**src/itrs_pkg.sv**
```systemverilog
`timescale 1ns / 1ps
// itrs_pkg: types, constants and helpers shared by the int_to_radix_string block.
// No dependencies.
package itrs_pkg;

   localparam int DIVIDEND_W = 32;
   localparam int DIV_BITS   = 8;
   localparam int DIV_STEPS  = DIVIDEND_W / DIV_BITS;
   localparam int STEP_W     = $clog2(DIV_STEPS);

   localparam logic [7:0] BASE_MIN   = 8'd2;
   localparam logic [7:0] BASE_MAX   = 8'd16;
   localparam logic [3:0] DEC_MAX    = 4'd9;
   localparam logic [3:0] DEC_COUNT  = 4'd10;
   localparam logic [6:0] ASCII_ZERO = 7'h30;
   localparam logic [6:0] ASCII_A    = 7'h41;

   typedef struct packed {
      logic signed [31:0] num;
      logic        [7:0]  base;
   } req_type;

   typedef struct packed {
      logic [6:0] char_code;
      logic       has_char;
      logic       last;
   } rsp_type;

   typedef enum logic [2:0] {
      ST_IDLE,
      ST_CHECK,
      ST_DIV,
      ST_READ,
      ST_EMIT,
      ST_SPECIAL
   } state_type;

   typedef enum logic [1:0] {
      OUT_DIGIT,
      OUT_BAD_BASE,
      OUT_EMPTY
   } out_kind_type;

   typedef struct packed {
      logic         load;
      logic         div_step;
      logic         pop;
      logic         out_load;
      out_kind_type out_kind;
   } cmd_type;

   typedef struct packed {
      logic base_bad;
      logic num_empty;
      logic div_stop;
      logic count_zero;
      logic out_free;
   } status_type;

   function automatic logic [6:0] digit_char(input logic [3:0] d);
      logic [6:0] c;
      if (d > DEC_MAX) begin
         c = ASCII_A + {3'b000, d - DEC_COUNT};
      end else begin
         c = ASCII_ZERO + {3'b000, d};
      end
      return c;
   endfunction

endpackage

```
**src/itrs_ctrl.sv**
```systemverilog
`timescale 1ns / 1ps
// itrs_ctrl: sequencing state machine for the radix conversion.
// Depends on itrs_pkg; drives itrs_dp through cmd_type / status_type.
module itrs_ctrl (
   input  logic                 clock,
   input  logic                 reset,
   input  logic                 req_valid,
   output logic                 req_ready,
   input  itrs_pkg::status_type status,
   output itrs_pkg::cmd_type    cmd
);
   import itrs_pkg::*;

   state_type state_ff;
   state_type state_in;

   always_ff @(posedge clock) begin
      if (reset) begin
         state_ff <= ST_IDLE;
      end else begin
         state_ff <= state_in;
      end
   end

   always_comb begin
      state_in     = state_ff;
      req_ready    = 1'b0;
      cmd.load     = 1'b0;
      cmd.div_step = 1'b0;
      cmd.pop      = 1'b0;
      cmd.out_load = 1'b0;
      cmd.out_kind = OUT_DIGIT;
      case (state_ff)
         ST_IDLE: begin
            req_ready = 1'b1;
            if (req_valid) begin
               cmd.load = 1'b1;
               state_in = ST_CHECK;
            end
         end
         ST_CHECK: begin
            if (status.base_bad || status.num_empty) begin
               state_in = ST_SPECIAL;
            end else begin
               state_in = ST_DIV;
            end
         end
         ST_DIV: begin
            cmd.div_step = 1'b1;
            if (status.div_stop) begin
               state_in = ST_READ;
            end
         end
         ST_READ: begin
            cmd.pop  = 1'b1;
            state_in = ST_EMIT;
         end
         ST_EMIT: begin
            if (status.out_free) begin
               cmd.out_load = 1'b1;
               cmd.out_kind = OUT_DIGIT;
               state_in     = status.count_zero ? ST_IDLE : ST_READ;
            end
         end
         ST_SPECIAL: begin
            if (status.out_free) begin
               cmd.out_load = 1'b1;
               cmd.out_kind = status.base_bad ? OUT_BAD_BASE : OUT_EMPTY;
               state_in     = ST_IDLE;
            end
         end
         default: begin
            state_in = ST_IDLE;
         end
      endcase
   end

endmodule

```
**src/itrs_dp.sv**
```systemverilog
`timescale 1ns / 1ps
// itrs_dp: divider (8 quotient bits per cycle), digit stack memory and result register.
// Depends on itrs_pkg; controlled by itrs_ctrl.
module itrs_dp #(
   parameter int MAX_DIGITS = 32
) (
   input  logic                 clock,
   input  logic                 reset,
   input  itrs_pkg::req_type    req_data,
   input  itrs_pkg::cmd_type    cmd,
   output itrs_pkg::status_type status,
   output itrs_pkg::rsp_type    rsp_data,
   output logic                 rsp_valid,
   input  logic                 rsp_ready
);
   import itrs_pkg::*;

   localparam int AW = $clog2(MAX_DIGITS);
   localparam int CW = $clog2(MAX_DIGITS + 1);

   logic [3:0]            digit_mem [MAX_DIGITS];
   logic [3:0]            rd_data_ff;
   logic [4:0]            base_ff;
   logic                  base_bad_ff;
   logic                  num_empty_ff;
   logic [DIVIDEND_W-1:0] quot_ff;
   logic [3:0]            rem_ff;
   logic [STEP_W-1:0]     step_ff;
   logic [CW-1:0]         count_ff;
   rsp_type               rsp_ff;
   logic                  rsp_valid_ff;

   logic [DIVIDEND_W-1:0] quot_in;
   logic [3:0]            rem_in;
   logic [4:0]            partial;
   logic                  last_step;
   logic [CW-1:0]         count_inc;
   logic [CW-1:0]         count_dec;
   logic                  out_free;

   // restoring division, DIV_BITS quotient bits per cycle; remainder stays below base
   always_comb begin
      rem_in  = rem_ff;
      quot_in = quot_ff;
      partial = '0;
      for (int i = 0; i < DIV_BITS; i++) begin
         partial = {rem_in, quot_in[DIVIDEND_W-1]};
         quot_in = {quot_in[DIVIDEND_W-2:0], 1'b0};
         if (partial >= base_ff) begin
            rem_in     = 4'(partial - base_ff);
            quot_in[0] = 1'b1;
         end else begin
            rem_in = partial[3:0];
         end
      end
   end

   assign last_step = (step_ff == STEP_W'(DIV_STEPS - 1));
   assign count_inc = count_ff + 1'b1;
   assign count_dec = count_ff - 1'b1;
   assign out_free  = !rsp_valid_ff || rsp_ready;

   assign status.base_bad   = base_bad_ff;
   assign status.num_empty  = num_empty_ff;
   assign status.div_stop   = last_step &&
                              ((quot_in == '0) || (count_inc == CW'(MAX_DIGITS)));
   assign status.count_zero = (count_ff == '0);
   assign status.out_free   = out_free;

   assign rsp_data  = rsp_ff;
   assign rsp_valid = rsp_valid_ff;

   always_ff @(posedge clock) begin
      if (reset) begin
         step_ff      <= '0;
         count_ff     <= '0;
         rsp_valid_ff <= 1'b0;
      end else begin
         if (cmd.load) begin
            step_ff  <= '0;
            count_ff <= '0;
         end else if (cmd.div_step) begin
            step_ff <= step_ff + 1'b1;
            if (last_step) begin
               count_ff <= count_inc;
            end
         end else if (cmd.pop) begin
            count_ff <= count_dec;
         end
         if (cmd.out_load) begin
            rsp_valid_ff <= 1'b1;
         end else if (rsp_ready) begin
            rsp_valid_ff <= 1'b0;
         end
      end
   end

   always_ff @(posedge clock) begin
      if (cmd.load) begin
         base_ff      <= req_data.base[4:0];
         base_bad_ff  <= (req_data.base < BASE_MIN) || (req_data.base > BASE_MAX);
         num_empty_ff <= req_data.num[31] || (req_data.num == '0);
         quot_ff      <= {1'b0, req_data.num[30:0]};
         rem_ff       <= '0;
      end else if (cmd.div_step) begin
         quot_ff <= quot_in;
         rem_ff  <= last_step ? 4'd0 : rem_in;
      end
      if (cmd.out_load) begin
         case (cmd.out_kind)
            OUT_DIGIT: begin
               rsp_ff.char_code <= digit_char(rd_data_ff);
               rsp_ff.has_char  <= 1'b1;
               rsp_ff.last      <= (count_ff == '0);
            end
            OUT_BAD_BASE: begin
               rsp_ff.char_code <= ASCII_ZERO;
               rsp_ff.has_char  <= 1'b1;
               rsp_ff.last      <= 1'b1;
            end
            default: begin
               rsp_ff.char_code <= '0;
               rsp_ff.has_char  <= 1'b0;
               rsp_ff.last      <= 1'b1;
            end
         endcase
      end
   end

   // digit stack
   always_ff @(posedge clock) begin
      if (cmd.div_step && last_step) begin
         digit_mem[count_ff[AW-1:0]] <= rem_in;
      end
      if (cmd.pop) begin
         rd_data_ff <= digit_mem[count_dec[AW-1:0]];
      end
   end

endmodule

```
**src/int_to_radix_string.sv**
```systemverilog
`timescale 1ns / 1ps
// int_to_radix_string: top level, converts a signed 32-bit value to ASCII digits in base 2..16.
// Depends on itrs_pkg, itrs_ctrl, itrs_dp.
//
// One request transfer yields a string of rsp transfers, most significant digit first,
// the final one marked by last. A base outside 2..16 yields the single character '0';
// otherwise a value of zero or below yields one transfer with has_char low. One request is
// handled at a time: a conversion accepts and checks the request, then divides (8 quotient
// bits per cycle), pushing each digit on the digit stack, then pops the digits one by one
// into the result register, waiting while the rsp side applies back-pressure; a result holds
// at most 31 digits (base 2). Special cases go from the check straight to loading the
// result register. The result register lets a new request be taken while the final
// character still waits on the rsp side.
module int_to_radix_string #(
   parameter int MAX_DIGITS = 32
) (
   input  logic              clock,
   input  logic              reset,
   input  logic              req_valid,
   output logic              req_ready,
   input  itrs_pkg::req_type req_data,
   output logic              rsp_valid,
   input  logic              rsp_ready,
   output itrs_pkg::rsp_type rsp_data
);
   import itrs_pkg::*;

   cmd_type    cmd;
   status_type status;

   itrs_ctrl u_ctrl (
      .clock     (clock),
      .reset     (reset),
      .req_valid (req_valid),
      .req_ready (req_ready),
      .status    (status),
      .cmd       (cmd)
   );

   itrs_dp #(
      .MAX_DIGITS (MAX_DIGITS)
   ) u_dp (
      .clock     (clock),
      .reset     (reset),
      .req_data  (req_data),
      .cmd       (cmd),
      .status    (status),
      .rsp_data  (rsp_data),
      .rsp_valid (rsp_valid),
      .rsp_ready (rsp_ready)
   );

endmodule

```
**config.mk**
```make
export PLATFORM = sky130hd
export DESIGN_NAME = int_to_radix_string
export DESIGN_NICKNAME = d
export VERILOG_FILES = /design/src/itrs_pkg.sv /design/src/itrs_ctrl.sv /design/src/itrs_dp.sv /design/src/int_to_radix_string.sv
export SDC_FILE = /design/constraint.sdc
export NUM_CORES = 1
export LEC_CHECK = 0
export BUFFER_PORTS_ARGS = -buffer_cell sky130_fd_sc_hd__buf_4
export CORE_MARGIN = 10
export CORE_UTILIZATION = 50
export DETAILED_ROUTE_END_ITERATION = 12
export GPL_ROUTABILITY_DRIVEN = 0
export MAX_ROUTING_LAYER = met4
export PLACE_DENSITY = 0.7
export SYNTH_ARGS = -nofsm -noshare
export SYNTH_HDL_FRONTEND = slang
export SYNTH_SLANG_ARGS = --single-unit
```
**constraint.sdc**
```tcl
create_clock -name clock -period 22.9 [get_ports clock]
set_input_delay 4.58 -clock clock [delete_from_list [all_inputs] [get_ports clock]]
set_output_delay 4.58 -clock clock [all_outputs]
set_load 0.005 [all_outputs]
```
# After elaboration in Yosys (flattened, before gate mapping)
# Memory sizes are Yosys's and may differ from the RTL's. A register that Yosys moved wholly into a read port is not among the register bits.
# Cells that the tools add are included.
# word_totals
register_bits,64
memories,1
mem_bits_rw,128
elab_cells,115
# mem_list
name,depth,word_bits,rd,rd_ports_with_merged_regs,write_ports,line_no,rtl
u_dp.digit_mem,32,4,1,1,1,itrs_dp.sv:21,logic [3:0] digit_mem [MAX_DIGITS];
# classes
muxes,44
add_sub_neg,14
reduce_logical,19
n_eq_ne,13
order_cmp,11
# op_table
cell,n
32-bit zero test,2
31-bit 2-to-1 mux,2
5-bit greater-or-equal comparator,8
4-bit 2-to-1 mux,9
4-bit subtractor,8
3-bit 2-to-1 mux,7
6-bit 2-to-1 mux,3
3-bit one-hot mux with 6 select lines,1
9-bit one-hot mux with 2 select lines,1
1-bit 2-to-1 mux,17
8-bit by 5-bit > comparator with 1-bit output (second input constant),1
8-bit by 2-bit < comparator with 1-bit output (second input constant),1
6-bit by 4-bit adder with 7-bit output (first input constant),1
7-bit by 4-bit adder with 7-bit output (first input constant),1
7-bit 2-to-1 mux,1
6-bit by 1-bit adder with 6-bit output (second input constant),1
3-bit by 2-bit == test with 1-bit output (second input constant),2
3-bit == test (second input constant),2
6-bit == test (second input constant),1
6-bit zero test,1
2-bit != test (second input constant),3
3-bit one-hot mux with 2 select lines,1
2-bit nonzero test,3
6-bit by 1-bit subtractor with 6-bit output (second input constant),1
other kinds (16),23

# Longest topological paths before layout
# Gate-level depths: netlist of the first run.
# depth
word_depth,21
ltp_mapped,52

# Hierarchy
# Synthesis of the first run repeated with hierarchy kept, for this count alone.
# unflattened
hier_cells,735
area_unflattened_um2,10169.8
# modules_own_cells
mod,seq_area_each_um2,cells_per_inst,area_each_um2,n_inst
itrs_dp,5655.4,699,9883.2,1
itrs_ctrl,60.1,36,286.5,1

# Least setup slack after synthesis of the first run
# No wires, ideal clock.
# synth_path
kind,flip-flop to flip-flop
start,register u_dp.base_ff[1]
end,memory u_dp.digit_mem[0][1] (data pin)
path_stages_with_launch,44
arrival_time_ps,11031
required_ps,22508
path_buffers,1
path_slack_ps,11477
period_less_slack_ps,11423
path_cell_list,edfxtp_1 > inv_1 > ha_1 > a31oi_1 > o21ai_2 > mux2_2 > ha_1 > a21o_1 > a31oi_1 > o21ai_1 > mux2_2 > ha_1 > nand2_1 > o21ai_1 > nand2_1 > o21ai_1 > inv_1 > ha_1 > [... 8 more ...] > inv_1 > ha_1 > a21o_1 > a31oi_1 > o21ai_1 > clkbuf_1 > mux2i_1 > ha_1 > a21o_1 > a31oi_1 > o21a_1 > mux2_2 > inv_1 > ha_1 > a21o_1 > a31oi_1 > o21ai_1 > mux2i_1
# synth_via
elab_chain_cells,16
elab_cells_between_ends,24
cone_classes,add/sub: 8; order compare: 8; mux: 8
# synth_lines
item,line_no,rtl
from (decl),itrs_dp.sv:23,logic [4:0] base_ff;
from (signal assigned),itrs_dp.sv:100,base_ff <= req_data.base[4:0];
4-bit subtractor / 5-bit greater-or-equal comparator (equally long branches),"itrs_dp.sv:50, itrs_dp.sv:49",
4-bit 2-to-1 mux,itrs_dp.sv:49,if (partial >= base_ff) begin
4-bit subtractor / 5-bit greater-or-equal comparator (equally long branches),"itrs_dp.sv:50, itrs_dp.sv:49",
4-bit 2-to-1 mux,itrs_dp.sv:49,
4-bit subtractor / 5-bit greater-or-equal comparator (equally long branches),"itrs_dp.sv:50, itrs_dp.sv:49",
4-bit 2-to-1 mux,itrs_dp.sv:49,
5-bit greater-or-equal comparator / 4-bit subtractor (equally long branches),"itrs_dp.sv:49, itrs_dp.sv:50",
4-bit 2-to-1 mux,itrs_dp.sv:49,
4-bit subtractor / 5-bit greater-or-equal comparator (equally long branches),"itrs_dp.sv:50, itrs_dp.sv:49",
4-bit 2-to-1 mux,itrs_dp.sv:49,
4-bit subtractor / 5-bit greater-or-equal comparator (equally long branches),"itrs_dp.sv:50, itrs_dp.sv:49",
4-bit 2-to-1 mux,itrs_dp.sv:49,
5-bit greater-or-equal comparator / 4-bit subtractor (equally long branches),"itrs_dp.sv:49, itrs_dp.sv:50",
4-bit 2-to-1 mux,itrs_dp.sv:49,
4-bit subtractor / 5-bit greater-or-equal comparator (equally long branches),"itrs_dp.sv:50, itrs_dp.sv:49",
4-bit 2-to-1 mux *,itrs_dp.sv:49,
named net u_dp.rem_in[1],itrs_dp.sv:34,logic [3:0] rem_in;
to (decl),itrs_dp.sv:21,
# The timed path passes the listed nets; every way through them passes the cells marked *.

# Worst setup path in the final report of the first run
# layout_path
start,register u_dp.base_ff[1]
end,memory u_dp.digit_mem[23][2] (data pin)
# The elaborated chain is that of the path after synthesis.

==> impl_results.html, run 1 <==
<table>
<tr><th>Metric</th><th>Value</th></tr>
<tr><th colspan="2">Critical path</th></tr>
<tr><td>Arrival time of the worst setup path</td><td>13.54 ns</td></tr>
<tr><td>Maximum net fanout on the critical path</td><td>32</td></tr>
<tr><td>Delay of the slowest critical-path stage</td><td>about 0.86 ns</td></tr>
<tr><td>Slowest cell on crit path</td><td>sky130_fd_sc_hd__and2_1</td></tr>
<tr><td>FF-to-FF path depth</td><td>46</td></tr>
<tr><td>Most Frequent Cell on Critical Path</td><td>sky130_fd_sc_hd__ha_1</td></tr>
<tr><td>Flop-to-flop setup slack</td><td>roughly 9.4 ns</td></tr>
<tr><td>Type of element launching the critical path</td><td>flip-flop</td></tr>
<tr><td>Crit Reg-Reg Startpoint</td><td>u_dp.base_ff[1]</td></tr>
<tr><td>Setup crit end kind</td><td>flip-flop</td></tr>
<tr><td>Worst r2r dst</td><td>u_dp.digit_mem[23][2]</td></tr>
<tr><td>Critical setup path kind</td><td>reg -&gt; reg</td></tr>
<tr><td>Required time worst endpoint</td><td>between 20 and 25 ns</td></tr>
<tr><th colspan="2">Timing</th></tr>
<tr><td>Clock Skews</td><td>0.01083 ns</td></tr>
<tr><td>Transition time of the tightest slew-check pin</td><td>approximately 1.1 ns</td></tr>
<tr><td>TNS Setup</td><td>0 ns</td></tr>
<tr><td>Shortest period the worst path allows</td><td>approximately 13 ns</td></tr>
<tr><td>Final worst path period share</td><td>0.5877</td></tr>
<tr><td>Relative slew margins</td><td>0.2421</td></tr>
<tr><td>Upper clock frequency limit</td><td>about 0.074 GHz</td></tr>
<tr><td>Final hold vios</td><td>0</td></tr>
<tr><td>Final number of max-transition violations</td><td>0</td></tr>
<tr><td>Setup violators final</td><td>0</td></tr>
<tr><td>Unrepaired setup endpoints after global routing</td><td>no</td></tr>
<tr><th colspan="2">Synthesis</th></tr>
<tr><td>Number of synthesized flops with an enable pin</td><td>179</td></tr>
<tr><td>Count of mapped cells out of synthesis</td><td>around 780</td></tr>
<tr><td>Syn. warnings</td><td>0</td></tr>
<tr><td>Post-synth ARST share</td><td>0</td></tr>
<tr><td>Count of unique library cells instantiated by Yosys</td><td>57</td></tr>
<tr><td>Commonest register cell after synthesis</td><td>sky130_fd_sc_hd__edfxtp_1</td></tr>
<tr><td>Flip-flop and latch count after synthesis</td><td>between 150 and 200</td></tr>
<tr><td>Sequential area share after synthesis</td><td>0.5725</td></tr>
<tr><td>Post-synthesis cell area</td><td>about 10000 um2</td></tr>
<tr><td>Average cell area after synthesis</td><td>between 10 and 15 um2</td></tr>
<tr><td>Syn_nets</td><td>876</td></tr>
<tr><th colspan="2">Clock tree</th></tr>
<tr><td>H-tree depth</td><td>4</td></tr>
<tr><td>Hold buffers post-CTS</td><td>0</td></tr>
<tr><td>CTS root buffer</td><td>sky130_fd_sc_hd__clkbuf_16</td></tr>
<tr><td>Maximum number of buffers from clock root to sink</td><td>2</td></tr>
<tr><td>Setup repair bufs after CTS</td><td>0</td></tr>
<tr><td>PostCTS Resize Cnt</td><td>0</td></tr>
<tr><td>Clock buffer count from CTS</td><td>17</td></tr>
<tr><td>CTS tree</td><td>done</td></tr>
<tr><td>Clock latency at the later pin of the worst-skew pair</td><td>0.44 ns</td></tr>
<tr><td>Number of clock sinks</td><td>just under 200</td></tr>
<tr><td>Clock input transition at the sequential cells of the worst setup and hold paths</td><td>~0.070 ns</td></tr>
<tr><th colspan="2">Final layout</th></tr>
<tr><td>FILL cells</td><td>roughly 1600</td></tr>
<tr><td>Area overhead of the layout relative to synthesis</td><td>12.56%</td></tr>
<tr><td>Commonest cells after routing, fill and taps aside</td><td>sky130_fd_sc_hd__edfxtp_1, sky130_fd_sc_hd__nand2_1, sky130_fd_sc_hd__nor2_1</td></tr>
<tr><td>Diodes inserted</td><td>0</td></tr>
<tr><td>Most common cell after layout, fill and taps aside</td><td>sky130_fd_sc_hd__edfxtp_1</td></tr>
<tr><td>Combined area of the multi-input logic cells</td><td>about 4000 um2</td></tr>
<tr><td>Total Nets Final</td><td>between 900 and 1000</td></tr>
<tr><td>Sequential standard cell area</td><td>approximately 5700 um2</td></tr>
<tr><td>Share of post-route cells with drive strength above 1</td><td>0.1817</td></tr>
<tr><th colspan="2">Outcome</th></tr>
<tr><td>Result of the run</td><td>finished, final reports clean</td></tr>
<tr><th colspan="2">Placement</th></tr>
<tr><td>Total half-perimeter wirelength after legalization and detailed placement</td><td>between 15000 and 20000 um</td></tr>
<tr><td>Port Buffer Count</td><td>between 50 and 60</td></tr>
<tr><th colspan="2">Worst hold path</th></tr>
<tr><td>Launch point of the worst hold path</td><td>u_dp.quot_ff[31]</td></tr>
<tr><td>Path category of the worst min-delay check</td><td>reg -&gt; reg</td></tr>
<tr><td>WHS Path Cells</td><td>2</td></tr>
<tr><td>End point of the most critical hold path</td><td>u_dp.quot_ff[31]</td></tr>
<tr><th colspan="2">Floorplan</th></tr>
<tr><td>Die area</td><td>26020 um2</td></tr>
<tr><td>Number of placed I/O pins</td><td>55</td></tr>
<tr><td>Y dimension of the die</td><td>roughly 160 um</td></tr>
<tr><td>Starting Density</td><td>0.5113</td></tr>
<tr><td>Total core area</td><td>a little under 20000 um2</td></tr>
<tr><td>DIE WIDTH</td><td>between 150 and 200 um</td></tr>
<tr><td>Floorplan row count</td><td>between 50 and 60</td></tr>
<tr><th colspan="2">Route</th></tr>
<tr><td>DRC violation total after the first TritonRoute iteration</td><td>~510</td></tr>
<tr><td>Total number of vias</td><td>approximately 6400</td></tr>
<tr><td>DRC violation count after routing</td><td>0</td></tr>
<tr><td>Vias/cell</td><td>5.757</td></tr>
<tr><td>ANT nets after route</td><td>0</td></tr>
<tr><td>Final WL</td><td>between 20000 and 25000 um</td></tr>
<tr><td>Wire length per cell after detailed routing</td><td>between 15 and 20 um</td></tr>
<tr><td>Initial DRT Pass Iterations</td><td>5</td></tr>
<tr><th colspan="2">Flow run</th></tr>
<tr><td>Max_cap viols</td><td>0</td></tr>
<tr><th colspan="2">GRT</th></tr>
<tr><td>Number of antenna violations at the first check in global routing</td><td>0</td></tr>
<tr><td>GRT Overall Usage</td><td>0.1755</td></tr>
<tr><td>Overflow after GRT</td><td>0</td></tr>
<tr><td>Pin count of the biggest net entering global routing</td><td>41</td></tr>
<tr><td>Via count of the first global-routing pass</td><td>between 6000 and 7000</td></tr>
<tr><td>Global-route wire length before repair</td><td>~35000 um</td></tr>
</table>
[state kept, by name, summed over array words and instances, names as in the netlist]
name and cells:
u_dp.base_ff 5, u_dp.rem_ff 4, u_dp.digit_mem 128, u_dp.quot_ff 32, u_dp.rsp_valid 1, u_dp.base_bad_ff 1, u_dp.rd_data_ff 4, u_dp.step_ff 2
u_dp.rsp_data 9, u_ctrl.state_ff 3, u_dp.count_ff 6, u_dp.num_empty_ff 1
[critical path: cells and delay by family, from the launching register on]
| kind | cells | cell delay, ns |
|---|---|---|
| flip-flops | 1 | 0.70 |
| multiplexers | 4 | 1.73 |
| buffers and inverters | 5 | 0.66 |
| AND/OR/NAND/NOR | 5 | 1.31 |
| AO/OA/AOI/OAI | 24 | 6.15 |
| adder cells (fa/ha/maj) | 8 | 2.52 |
[metal layers]
| layer | vias up | share of wire | wire length [um] | track usage |
|---|---|---|---|---|
| li1 | 3000 | - | - | - |
| met1 | 3165 | 0.40 | 8821 | 0.2004 |
| met2 | 176 | 0.54 | 11780 | 0.3094 |
| met3 | 32 | 0.041 | 903 | 0.03559 |
| met4 | 0 | 0.018 | 393 | 0.04549 |
| met5 | - | 0 | 0 | - |
[area by class of cell]
cell class	count	share of cell area
Timing Repair Buffer	61	0.04075
Clock buffer	17	0.03786
Inverter	42	0.01403
Clock inverter	14	0.01236
Tap cell	265	0.02951
Sequential cell	196	0.5087
Multi-Input combinational cell	512	0.3568
[cells in the mapped netlist (7+ instances only)]
cell	n	share of area
sky130_fd_sc_hd__a31oi_1	8	0.0050
sky130_fd_sc_hd__nand3_1	9	0.0045
sky130_fd_sc_hd__ha_1	49	0.061
sky130_fd_sc_hd__edfxtp_1	179	0.54
sky130_fd_sc_hd__nand2_1	102	0.038
sky130_fd_sc_hd__clkbuf_1	19	0.0071
sky130_fd_sc_hd__mux2i_1	11	0.011
sky130_fd_sc_hd__xnor2_1	20	0.018
sky130_fd_sc_hd__inv_1	42	0.016
sky130_fd_sc_hd__nor2_1	86	0.032
sky130_fd_sc_hd__xor2_1	7	0.0061
sky130_fd_sc_hd__a21oi_1	33	0.017
sky130_fd_sc_hd__dfxtp_1	17	0.034
sky130_fd_sc_hd__mux2_2	13	0.015
sky130_fd_sc_hd__nor4_1	19	0.012
sky130_fd_sc_hd__o21ai_0	7	0.0035
sky130_fd_sc_hd__nor3_1	10	0.0050
sky130_fd_sc_hd__nand2b_1	10	0.0063
sky130_fd_sc_hd__a21o_1	18	0.014
sky130_fd_sc_hd__o21ai_1	9	0.0045
sky130_fd_sc_hd__fa_1	8	0.016
sky130_fd_sc_hd__mux4_2	40	0.090
[metrics by stage]
step,util,instance area [um2],std cells,worst slack (ns),hold WS (ns)
after floorplan,-,9983,775,11.48,0.4363
after global placement,0.5466,10670,1076,10.24,0.4454
after detailed placement,0.5466,10670,1076,9.504,0.4546
after CTS,0.5755,11240,1107,9.423,0.4649
after global routing,0.5755,11240,1107,8.160,0.4934
final,0.5755,11240,1107,9.441,0.4629
[cell families after synthesis]
kind of cell,after synthesis,synth area share
muxes,65,0.1174
xor gates and xnor gates,28,0.02532
adders and majority gates,57,0.07745
AOI/OAI and AO/OA,101,0.06542
DFF,196,0.5725
buffers and inverters,67,0.02707
and+or+nand+nor,261,0.1148
[worst max path at each step]
stage                          from                     to  slack (ns)
global route        u_dp.base_ff[1]  u_dp.digit_mem[21][2]        8.16
CTS                 u_dp.base_ff[1]   u_dp.digit_mem[1][2]        9.42
global placement    u_dp.base_ff[1]  u_dp.digit_mem[12][2]       10.24
finish              u_dp.base_ff[1]  u_dp.digit_mem[23][2]        9.44
detailed placement  u_dp.base_ff[1]  u_dp.digit_mem[14][2]        9.50
floorplan           u_dp.base_ff[1]   u_dp.digit_mem[0][1]       11.48
Power of run 1 is left out: the tool's default activity adds up to more than one toggle a clock period on the data nets, which glitch-free logic cannot reach.
==> run 2: changes to the inputs <==
--- a/config.mk
+++ b/config.mk
@@ -5,13 +5,14 @@
 export SDC_FILE = /design/constraint.sdc
 export NUM_CORES = 1
 export LEC_CHECK = 0
+export ABC_AREA = 1
 export BUFFER_PORTS_ARGS = -buffer_cell sky130_fd_sc_hd__buf_4
 export CORE_MARGIN = 10
 export CORE_UTILIZATION = 50
 export DETAILED_ROUTE_END_ITERATION = 12
 export GPL_ROUTABILITY_DRIVEN = 0
 export MAX_ROUTING_LAYER = met4
-export PLACE_DENSITY = 0.7
+export PLACE_DENSITY = 0.73
 export SYNTH_ARGS = -nofsm -noshare
 export SYNTH_HDL_FRONTEND = slang
 export SYNTH_SLANG_ARGS = --single-unit
==> constraint.sdc (replaced) <==
create_clock -name clock -period 11.7 [get_ports clock]
set_input_delay 2.34 -clock clock [delete_from_list [all_inputs] [get_ports clock]]
set_output_delay 2.34 -clock clock [all_outputs]
set_load 0.005 [all_outputs]
==> impl_results.html, run 2 <==
<table>
<tr><th>Metric</th><th>Value</th></tr>
<tr><th colspan="2">Route</th></tr>
<tr><td>ANT nets after route</td><td>0 (unchanged)</td></tr>
<tr><td>Total number of vias</td><td>7560 (+19%)</td></tr>
<tr><td>Vias/cell</td><td>5.313 (-7.7%)</td></tr>
<tr><td>Final WL</td><td>22730 um (+3.8%)</td></tr>
<tr><td>DRC violation count after routing</td><td>0 (unchanged)</td></tr>
<tr><td>Wire length per cell after detailed routing</td><td>15.97 um (-19%)</td></tr>
<tr><td>Initial DRT Pass Iterations</td><td>5 (unchanged)</td></tr>
<tr><td>DRC violation total after the first TritonRoute iteration</td><td>695 (+36%)</td></tr>
<tr><th colspan="2">Critical path</th></tr>
<tr><td>Delay of the slowest critical-path stage</td><td>0.38 ns (-0.48 ns)</td></tr>
<tr><td>Maximum net fanout on the critical path</td><td>33 (+3.1%)</td></tr>
<tr><td>Type of element launching the critical path</td><td>flip-flop</td></tr>
<tr><td>Most Frequent Cell on Critical Path</td><td>sky130_fd_sc_hd__nand2_1</td></tr>
<tr><td>Critical setup path kind</td><td>reg -&gt; reg</td></tr>
<tr><td>Crit Reg-Reg Startpoint</td><td>u_dp.base_ff[2]</td></tr>
<tr><td>Slowest cell on crit path</td><td>sky130_fd_sc_hd__edfxtp_1</td></tr>
<tr><td>Crit. Startpoint</td><td>u_dp.base_ff[2]</td></tr>
<tr><td>Arrival time of the worst setup path</td><td>10.72 ns (-2.82 ns)</td></tr>
<tr><td>Setup crit end kind</td><td>flip-flop</td></tr>
<tr><td>Required time worst endpoint</td><td>11.91 ns (-11.07 ns)</td></tr>
<tr><th colspan="2">Floorplan</th></tr>
<tr><td>DIE WIDTH</td><td>163.5 um (+1.4%)</td></tr>
<tr><td>Total core area</td><td>20230 um2 (+3.6%)</td></tr>
<tr><td>Die area</td><td>26740 um2 (+2.8%)</td></tr>
<tr><td>Number of placed I/O pins</td><td>55 (unchanged)</td></tr>
<tr><td>Starting Density</td><td>0.5089 (-0.002373)</td></tr>
<tr><td>Floorplan row count</td><td>52 (+2.0%)</td></tr>
<tr><td>Y dimension of the die</td><td>163.5 um (+1.4%)</td></tr>
<tr><th colspan="2">Timing</th></tr>
<tr><td>Transition time of the tightest slew-check pin</td><td>1.217 ns (+0.08180 ns)</td></tr>
<tr><td>Setup violators final</td><td>0 (unchanged)</td></tr>
<tr><td>Final worst path period share</td><td>0.8977 (+0.3100)</td></tr>
<tr><td>Upper clock frequency limit</td><td>0.09521 GHz (+28%)</td></tr>
<tr><td>Final number of max-transition violations</td><td>0 (unchanged)</td></tr>
<tr><td>Shortest period the worst path allows</td><td>10.50 ns (-2.956 ns)</td></tr>
<tr><td>Clock Skews</td><td>0.02003 ns (+0.009199 ns)</td></tr>
<tr><td>TNS Setup</td><td>0 ns (unchanged)</td></tr>
<tr><td>Relative slew margins</td><td>0.1875 (-0.05459)</td></tr>
<tr><td>Final hold vios</td><td>0 (unchanged)</td></tr>
<tr><td>Unrepaired setup endpoints after global routing</td><td>no</td></tr>
<tr><th colspan="2">Synthesis</th></tr>
<tr><td>Syn. warnings</td><td>0 (unchanged)</td></tr>
<tr><td>Average cell area after synthesis</td><td>9.465 um2 (-27%)</td></tr>
<tr><td>Commonest register cell after synthesis</td><td>sky130_fd_sc_hd__edfxtp_1</td></tr>
<tr><td>Syn_nets</td><td>1189 (+36%)</td></tr>
<tr><td>Flip-flop and latch count after synthesis</td><td>196 (unchanged)</td></tr>
<tr><td>Post-synthesis cell area</td><td>10300 um2 (+3.1%)</td></tr>
<tr><td>List of most frequent post-synthesis cells</td><td>sky130_fd_sc_hd__nand2_1, sky130_fd_sc_hd__nor2_1, sky130_fd_sc_hd__edfxtp_1</td></tr>
<tr><td>Library cell occupying the most area in the post-synthesis netlist</td><td>sky130_fd_sc_hd__edfxtp_1</td></tr>
<tr><td>Synth top area cells</td><td>sky130_fd_sc_hd__edfxtp_1, sky130_fd_sc_hd__nand2_1, sky130_fd_sc_hd__o21ai_0</td></tr>
<tr><td>Fraction of post-synthesis cell area in the top cell type by area</td><td>0.5220 (-0.01642)</td></tr>
<tr><td>Library cell with the highest instance count after synthesis</td><td>sky130_fd_sc_hd__nand2_1</td></tr>
<tr><td>Post-synth ARST share</td><td>0 (unchanged)</td></tr>
<tr><td>Count of mapped cells out of synthesis</td><td>1088 (+40%)</td></tr>
<tr><td>Count of unique library cells instantiated by Yosys</td><td>43 (-25%)</td></tr>
<tr><td>Number of synthesized flops with an enable pin</td><td>179 (unchanged)</td></tr>
<tr><td>Sequential area share after synthesis</td><td>0.5550 (-0.01746)</td></tr>
<tr><th colspan="2">Clock tree</th></tr>
<tr><td>Clock input transition at the sequential cells of the worst setup and hold paths</td><td>0.07 ns (about the same)</td></tr>
<tr><td>Clock buffer count from CTS</td><td>17 (unchanged)</td></tr>
<tr><td>Number of clock sinks</td><td>196 (unchanged)</td></tr>
<tr><td>Maximum number of buffers from clock root to sink</td><td>2 (unchanged)</td></tr>
<tr><td>Clock latency at the later pin of the worst-skew pair</td><td>0.44 ns (about the same)</td></tr>
<tr><td>CTS tree</td><td>done</td></tr>
<tr><td>CTS root buffer</td><td>sky130_fd_sc_hd__clkbuf_16</td></tr>
<tr><td>Setup repair bufs after CTS</td><td>0 (unchanged)</td></tr>
<tr><td>H-tree depth</td><td>4 (unchanged)</td></tr>
<tr><th colspan="2">Final layout</th></tr>
<tr><td>Final core occ</td><td>0.5732 (-0.002271)</td></tr>
<tr><td>Total Nets Final</td><td>1241 (+33%)</td></tr>
<tr><td>Area overhead of the layout relative to synthesis</td><td>12.64% (about the same)</td></tr>
<tr><td>Sequential standard cell area</td><td>5717 um2 (unchanged)</td></tr>
<tr><td>Final Non-Filler Cells</td><td>1423 (+29%)</td></tr>
<tr><td>Diodes inserted</td><td>0 (unchanged)</td></tr>
<tr><td>Combined area of the multi-input logic cells</td><td>4036 um2 (+0.69%)</td></tr>
<tr><td>Commonest cells after routing, fill and taps aside</td><td>sky130_fd_sc_hd__nand2_1, sky130_fd_sc_hd__nor2_1, sky130_fd_sc_hd__edfxtp_1</td></tr>
<tr><td>Share of post-route cells with drive strength above 1</td><td>0.1015 (-0.08024)</td></tr>
<tr><td>Number of flip-flops under the largest register name</td><td>128 (unchanged)</td></tr>
<tr><td>FILL cells</td><td>1739 (+12%)</td></tr>
<tr><td>Most common cell after layout, fill and taps aside</td><td>sky130_fd_sc_hd__nand2_1</td></tr>
<tr><th colspan="2">Placement</th></tr>
<tr><td>Port Buffer Count</td><td>54 (unchanged)</td></tr>
<tr><td>Total half-perimeter wirelength after legalization and detailed placement</td><td>16100 um (+3.7%)</td></tr>
<tr><td>Placed Cells</td><td>1391 (+29%)</td></tr>
<tr><th colspan="2">Flow run</th></tr>
<tr><td>Max_cap viols</td><td>0 (unchanged)</td></tr>
<tr><th colspan="2">GRT</th></tr>
<tr><td>Number of antenna violations at the first check in global routing</td><td>0 (unchanged)</td></tr>
<tr><td>GRT Overall Usage</td><td>0.1777 (+0.002193)</td></tr>
<tr><td>Global-route wire length before repair</td><td>36980 um (+5.3%)</td></tr>
<tr><td>Via count of the first global-routing pass</td><td>7312 (+10%)</td></tr>
<tr><td>Overflow after GRT</td><td>0 (unchanged)</td></tr>
<tr><td>Pin count of the biggest net entering global routing</td><td>71 (+73%)</td></tr>
<tr><th colspan="2">Worst hold path</th></tr>
<tr><td>Path category of the worst min-delay check</td><td>reg -&gt; reg</td></tr>
<tr><td>Launch point of the worst hold path</td><td>u_dp.rem_ff[3]</td></tr>
<tr><th colspan="2">Outcome</th></tr>
<tr><td>Result of the run</td><td>finished, final reports clean</td></tr>
</table>
==> run 2: cell count changes after synthesis, sizes merged, moves of 14 or more <==
cell	before	now
a21o	18	1
nand2	102	221
mux4	40	0
inv	42	107
o21ai	17	148
mux2	14	0
nand3	9	25
nor2	86	188
==> run 2: kinds of logic after synthesis <==
family	synth area share
flip-flops	0.5550
AO/OA/AOI/OAI	0.1094
AND/OR/NAND/NOR	0.1781
multiplexers	0.004860
buffers and inverters	0.05456
adder cells (fa/ha/maj)	0.07509
XOR/XNOR	0.02297
==> run 2: stage by stage <==
step / setup slack [ns] / hold WS, ns / area (um2)
after floorplan: 1.222 / 0.4326 / 10300
after global placement: 0.9425 / 0.4530 / 10970
after detailed placement: 0.3710 / 0.4715 / 10970
after CTS: 0.3221 / 0.4823 / 11580
after global routing: 0.006642 / 0.4958 / 11600
final: 1.197 / 0.4809 / 11600
==> run 2: repair_timing <==
item                       in CTS  in global routing
resized for setup               0                  8
hold buffers                    0                  0
setup endpoints to repair       0                133
==> run 2: area by class of cell <==
| cell class | instances | share of cell area |
|---|---|---|
| clock buffers | 18 | 0.03700 |
| flip-flops and latches | 196 | 0.4929 |
| well taps | 270 | 0.02913 |
| clock inverters | 14 | 0.01597 |
| multi-input cells | 753 | 0.3480 |
| repair buffers | 65 | 0.04207 |
| inverters | 107 | 0.03495 |
==> run 2: worst max-delay path, delay by kind of cell, from the launching register on <==
family / cells / cell delay [ns]
compound gates: 12 / 2.52
fa+ha+maj: 8 / 2.59
buf+inv: 13 / 1.46
flops: 1 / 0.38
simple gates: 31 / 3.28
==> run 2: worst paths after layout <==
kind,endpoint,slack [ns],cells past startpoint
worst max-delay path,u_dp.digit_mem[27][2],1.20,64
worst max register to register,u_dp.digit_mem[27][2],1.20,64
worst min-delay path,u_dp.rem_ff[3],0.48,2
worst min register to register,u_dp.rem_ff[3],0.48,2
==> run 2: layer usage <==
layer  GRT usage  part of all wire  up-vias
met5           -                 0        -
met3     0.02995             0.044       34
met4     0.05443             0.019        0
met1      0.2168              0.43     3555
li1            -                 -     3796
met2      0.2968              0.50      175
Power of run 2 is left out for the same reason.
==> run 3: changes to the inputs <==
--- a/config.mk
+++ b/config.mk
@@ -7,12 +7,13 @@
 export LEC_CHECK = 0
 export ABC_AREA = 1
 export BUFFER_PORTS_ARGS = -buffer_cell sky130_fd_sc_hd__buf_4
+export CORE_ASPECT_RATIO = 0.6
 export CORE_MARGIN = 10
 export CORE_UTILIZATION = 50
 export DETAILED_ROUTE_END_ITERATION = 12
 export GPL_ROUTABILITY_DRIVEN = 0
 export MAX_ROUTING_LAYER = met4
-export PLACE_DENSITY = 0.73
+export PLACE_DENSITY = 0.69
 export SYNTH_ARGS = -nofsm -noshare
 export SYNTH_HDL_FRONTEND = slang
 export SYNTH_SLANG_ARGS = --single-unit
==> impl_results.html, run 3 (same netlist as run 2, synthesis figures left out) <==
<table>
<tr><th>Metric</th><th>Value</th></tr>
<tr><th colspan="2">Timing</th></tr>
<tr><td>Setup violators final</td><td>0 (unchanged)</td></tr>
<tr><td>Hold WS</td><td>0.4761 ns (-0.004821 ns)</td></tr>
<tr><td>Unrepaired setup endpoints after global routing</td><td>no</td></tr>
<tr><td>Transition time of the tightest slew-check pin</td><td>0.9544 ns (-0.2630 ns)</td></tr>
<tr><td>Shortest period the worst path allows</td><td>10.73 ns (+0.2308 ns)</td></tr>
<tr><td>Final hold vios</td><td>0 (unchanged)</td></tr>
<tr><td>TNS Setup</td><td>0 ns (unchanged)</td></tr>
<tr><td>Upper clock frequency limit</td><td>0.09316 GHz (-2.2%)</td></tr>
<tr><td>Clock Skews</td><td>0.008396 ns (-0.01163 ns)</td></tr>
<tr><td>Final worst path period share</td><td>0.9174 (+0.01973)</td></tr>
<tr><td>Final number of max-transition violations</td><td>0 (unchanged)</td></tr>
<tr><td>Relative slew margins</td><td>0.3637 (+0.1762)</td></tr>
<tr><th colspan="2">Clock tree</th></tr>
<tr><td>CTS tree</td><td>done</td></tr>
<tr><td>PostCTS Resize Cnt</td><td>0 (unchanged)</td></tr>
<tr><td>H-tree depth</td><td>4 (unchanged)</td></tr>
<tr><td>CTS root buffer</td><td>sky130_fd_sc_hd__clkbuf_16</td></tr>
<tr><td>Clock latency at the later pin of the worst-skew pair</td><td>0.45 ns (about the same)</td></tr>
<tr><td>Hold buffers post-CTS</td><td>0 (unchanged)</td></tr>
<tr><td>Clock input transition at the sequential cells of the worst setup and hold paths</td><td>0.08 ns (about the same)</td></tr>
<tr><td>Clock buffer count from CTS</td><td>17 (unchanged)</td></tr>
<tr><td>Maximum number of buffers from clock root to sink</td><td>2 (unchanged)</td></tr>
<tr><td>Number of clock sinks</td><td>196 (unchanged)</td></tr>
<tr><td>Setup repair bufs after CTS</td><td>0 (unchanged)</td></tr>
<tr><th colspan="2">Outcome</th></tr>
<tr><td>Result of the run</td><td>finished, final reports clean</td></tr>
<tr><th colspan="2">Final layout</th></tr>
<tr><td>FILL cells</td><td>1795 (+3.2%)</td></tr>
<tr><td>Most common cell after layout, fill and taps aside</td><td>sky130_fd_sc_hd__nand2_1</td></tr>
<tr><td>Diodes inserted</td><td>0 (unchanged)</td></tr>
<tr><td>Area overhead of the layout relative to synthesis</td><td>12.35%</td></tr>
<tr><td>Share of post-route cells with drive strength above 1</td><td>0.1023 (+0.0007786)</td></tr>
<tr><td>Combined area of the multi-input logic cells</td><td>4038 um2 (about the same)</td></tr>
<tr><td>Sequential standard cell area</td><td>5717 um2 (unchanged)</td></tr>
<tr><td>Total Nets Final</td><td>1242 (+0.081%)</td></tr>
<tr><td>Number of flip-flops under the largest register name</td><td>128 (unchanged)</td></tr>
<tr><td>Commonest cells after routing, fill and taps aside</td><td>sky130_fd_sc_hd__nand2_1, sky130_fd_sc_hd__nor2_1, sky130_fd_sc_hd__edfxtp_1</td></tr>
<tr><th colspan="2">Flow run</th></tr>
<tr><td>Max_cap viols</td><td>0 (unchanged)</td></tr>
<tr><th colspan="2">Route</th></tr>
<tr><td>ANT nets after route</td><td>0 (unchanged)</td></tr>
<tr><td>Final WL</td><td>25570 um (+13%)</td></tr>
<tr><td>Total number of vias</td><td>7756 (+2.6%)</td></tr>
<tr><td>Wire length per cell after detailed routing</td><td>17.92 um (+12%)</td></tr>
<tr><td>DRC violation count after routing</td><td>0 (unchanged)</td></tr>
<tr><td>Highest routed layer</td><td>met4</td></tr>
<tr><td>Initial DRT Pass Iterations</td><td>5 (unchanged)</td></tr>
<tr><td>Wire length on met3</td><td>3108 um (+210%)</td></tr>
<tr><td>Total routed wire length on the met1 layer</td><td>12680 um (+28%)</td></tr>
<tr><td>DRC violation total after the first TritonRoute iteration</td><td>765 (+10%)</td></tr>
<tr><td>Vias/cell</td><td>5.435 (+2.3%)</td></tr>
<tr><td>Routed length on met2</td><td>9620 um (-16%)</td></tr>
<tr><th colspan="2">Critical path</th></tr>
<tr><td>Family of cells with the greatest summed delay on the critical path</td><td>simple AND/OR/NAND/NOR gates</td></tr>
<tr><td>Slowest cell on crit path</td><td>sky130_fd_sc_hd__edfxtp_1</td></tr>
<tr><td>Setup crit end kind</td><td>flip-flop</td></tr>
<tr><td>Count of buffer and inverter cells on the critical path</td><td>13 (unchanged)</td></tr>
<tr><td>Maximum net fanout on the critical path</td><td>32 (-3.0%)</td></tr>
<tr><td>Required time worst endpoint</td><td>11.92 ns (about the same)</td></tr>
<tr><td>Arrival time of the worst setup path</td><td>10.95 ns (+0.23 ns)</td></tr>
<tr><td>Critical setup path kind</td><td>reg -&gt; reg</td></tr>
<tr><td>Most Frequent Cell on Critical Path</td><td>sky130_fd_sc_hd__nand2_1</td></tr>
<tr><td>Type of element launching the critical path</td><td>flip-flop</td></tr>
<tr><td>Delay of the slowest critical-path stage</td><td>0.36 ns (-0.02 ns)</td></tr>
<tr><th colspan="2">Placement</th></tr>
<tr><td>Port Buffer Count</td><td>54 (unchanged)</td></tr>
<tr><td>Total half-perimeter wirelength after legalization and detailed placement</td><td>18220 um (+13%)</td></tr>
<tr><th colspan="2">GRT</th></tr>
<tr><td>Pin count of the biggest net entering global routing</td><td>71 (unchanged)</td></tr>
<tr><td>Via count of the first global-routing pass</td><td>7173 (-1.9%)</td></tr>
<tr><td>Number of antenna violations at the first check in global routing</td><td>0 (unchanged)</td></tr>
<tr><td>Global-route wire length before repair</td><td>39670 um (+7.3%)</td></tr>
<tr><td>GRT Overall Usage</td><td>0.1939 (+0.01620)</td></tr>
<tr><td>Overflow after GRT</td><td>0 (unchanged)</td></tr>
<tr><th colspan="2">Floorplan</th></tr>
<tr><td>Y dimension of the die</td><td>131.2 um (-20%)</td></tr>
<tr><td>Die area</td><td>26920 um2 (+0.70%)</td></tr>
<tr><td>Starting Density</td><td>0.5118 (+0.002912)</td></tr>
<tr><td>Floorplan row count</td><td>40 (-23%)</td></tr>
<tr><td>DIE WIDTH</td><td>205.3 um (+26%)</td></tr>
<tr><td>Number of placed I/O pins</td><td>55 (unchanged)</td></tr>
<tr><td>Total core area</td><td>20120 um2 (-0.57%)</td></tr>
<tr><th colspan="2">Worst hold path</th></tr>
<tr><td>Path category of the worst min-delay check</td><td>reg -&gt; reg</td></tr>
</table>
==> run 3: changes by cell type in the layout (fill, tap and decap cells not counted), sizes merged <==
cell      previous run  this run
clkinv               9         6
inv                111       113
buf                 65        66
bufinv               0         1
clkbuf              18        17
clkinvlp             1         2
==> run 3: layer usage <==
layer	up-vias	GRT usage
met5	-	-
met2	321	0.2300
met1	3623	0.2962
met3	12	0.07585
met4	0	0.03985
li1	3800	-
==> run 3: cell type report <==
type | instances | share of cell area
sequential | 196 | 0.4942
multi-input combinational | 753 | 0.3490
timing repair buffer | 66 | 0.04283
clock buffer | 17 | 0.03677
inverter | 107 | 0.03504
tap | 273 | 0.02953
clock inverter | 15 | 0.01265
==> run 3: worst paths after layout <==
check	from	to	slack, ns	cells after the start
max reg2reg	u_dp.base_ff[2]	u_dp.digit_mem[31][3]	0.97	65
min reg2reg	u_dp.rem_ff[3]	u_dp.rem_ff[3]	0.48	2
min	u_dp.rem_ff[3]	u_dp.rem_ff[3]	0.48	2
max	u_dp.base_ff[2]	u_dp.digit_mem[31][3]	0.97	65
==> run 3: worst min-delay path: cells and delay by family (launching register included) <==
kind | cells | cell delay (ns)
flops | 1 | 0.33
simple gates | 2 | 0.11
==> run 3: metrics by stage <==
step / util / worst slack, ns / std cells / instance area, um2
finish: 0.5750 / 0.9662 / 1427 / 11570
floorplan: - / 1.222 / 1088 / 10300
global placement: 0.5457 / 0.9616 / 1395 / 10980
global route: 0.5750 / 0.01988 / 1427 / 11570
CTS: 0.5741 / 0.4714 / 1427 / 11550
detailed placement: 0.5457 / 0.5480 / 1395 / 10980
Power of run 3 is left out for the same reason.
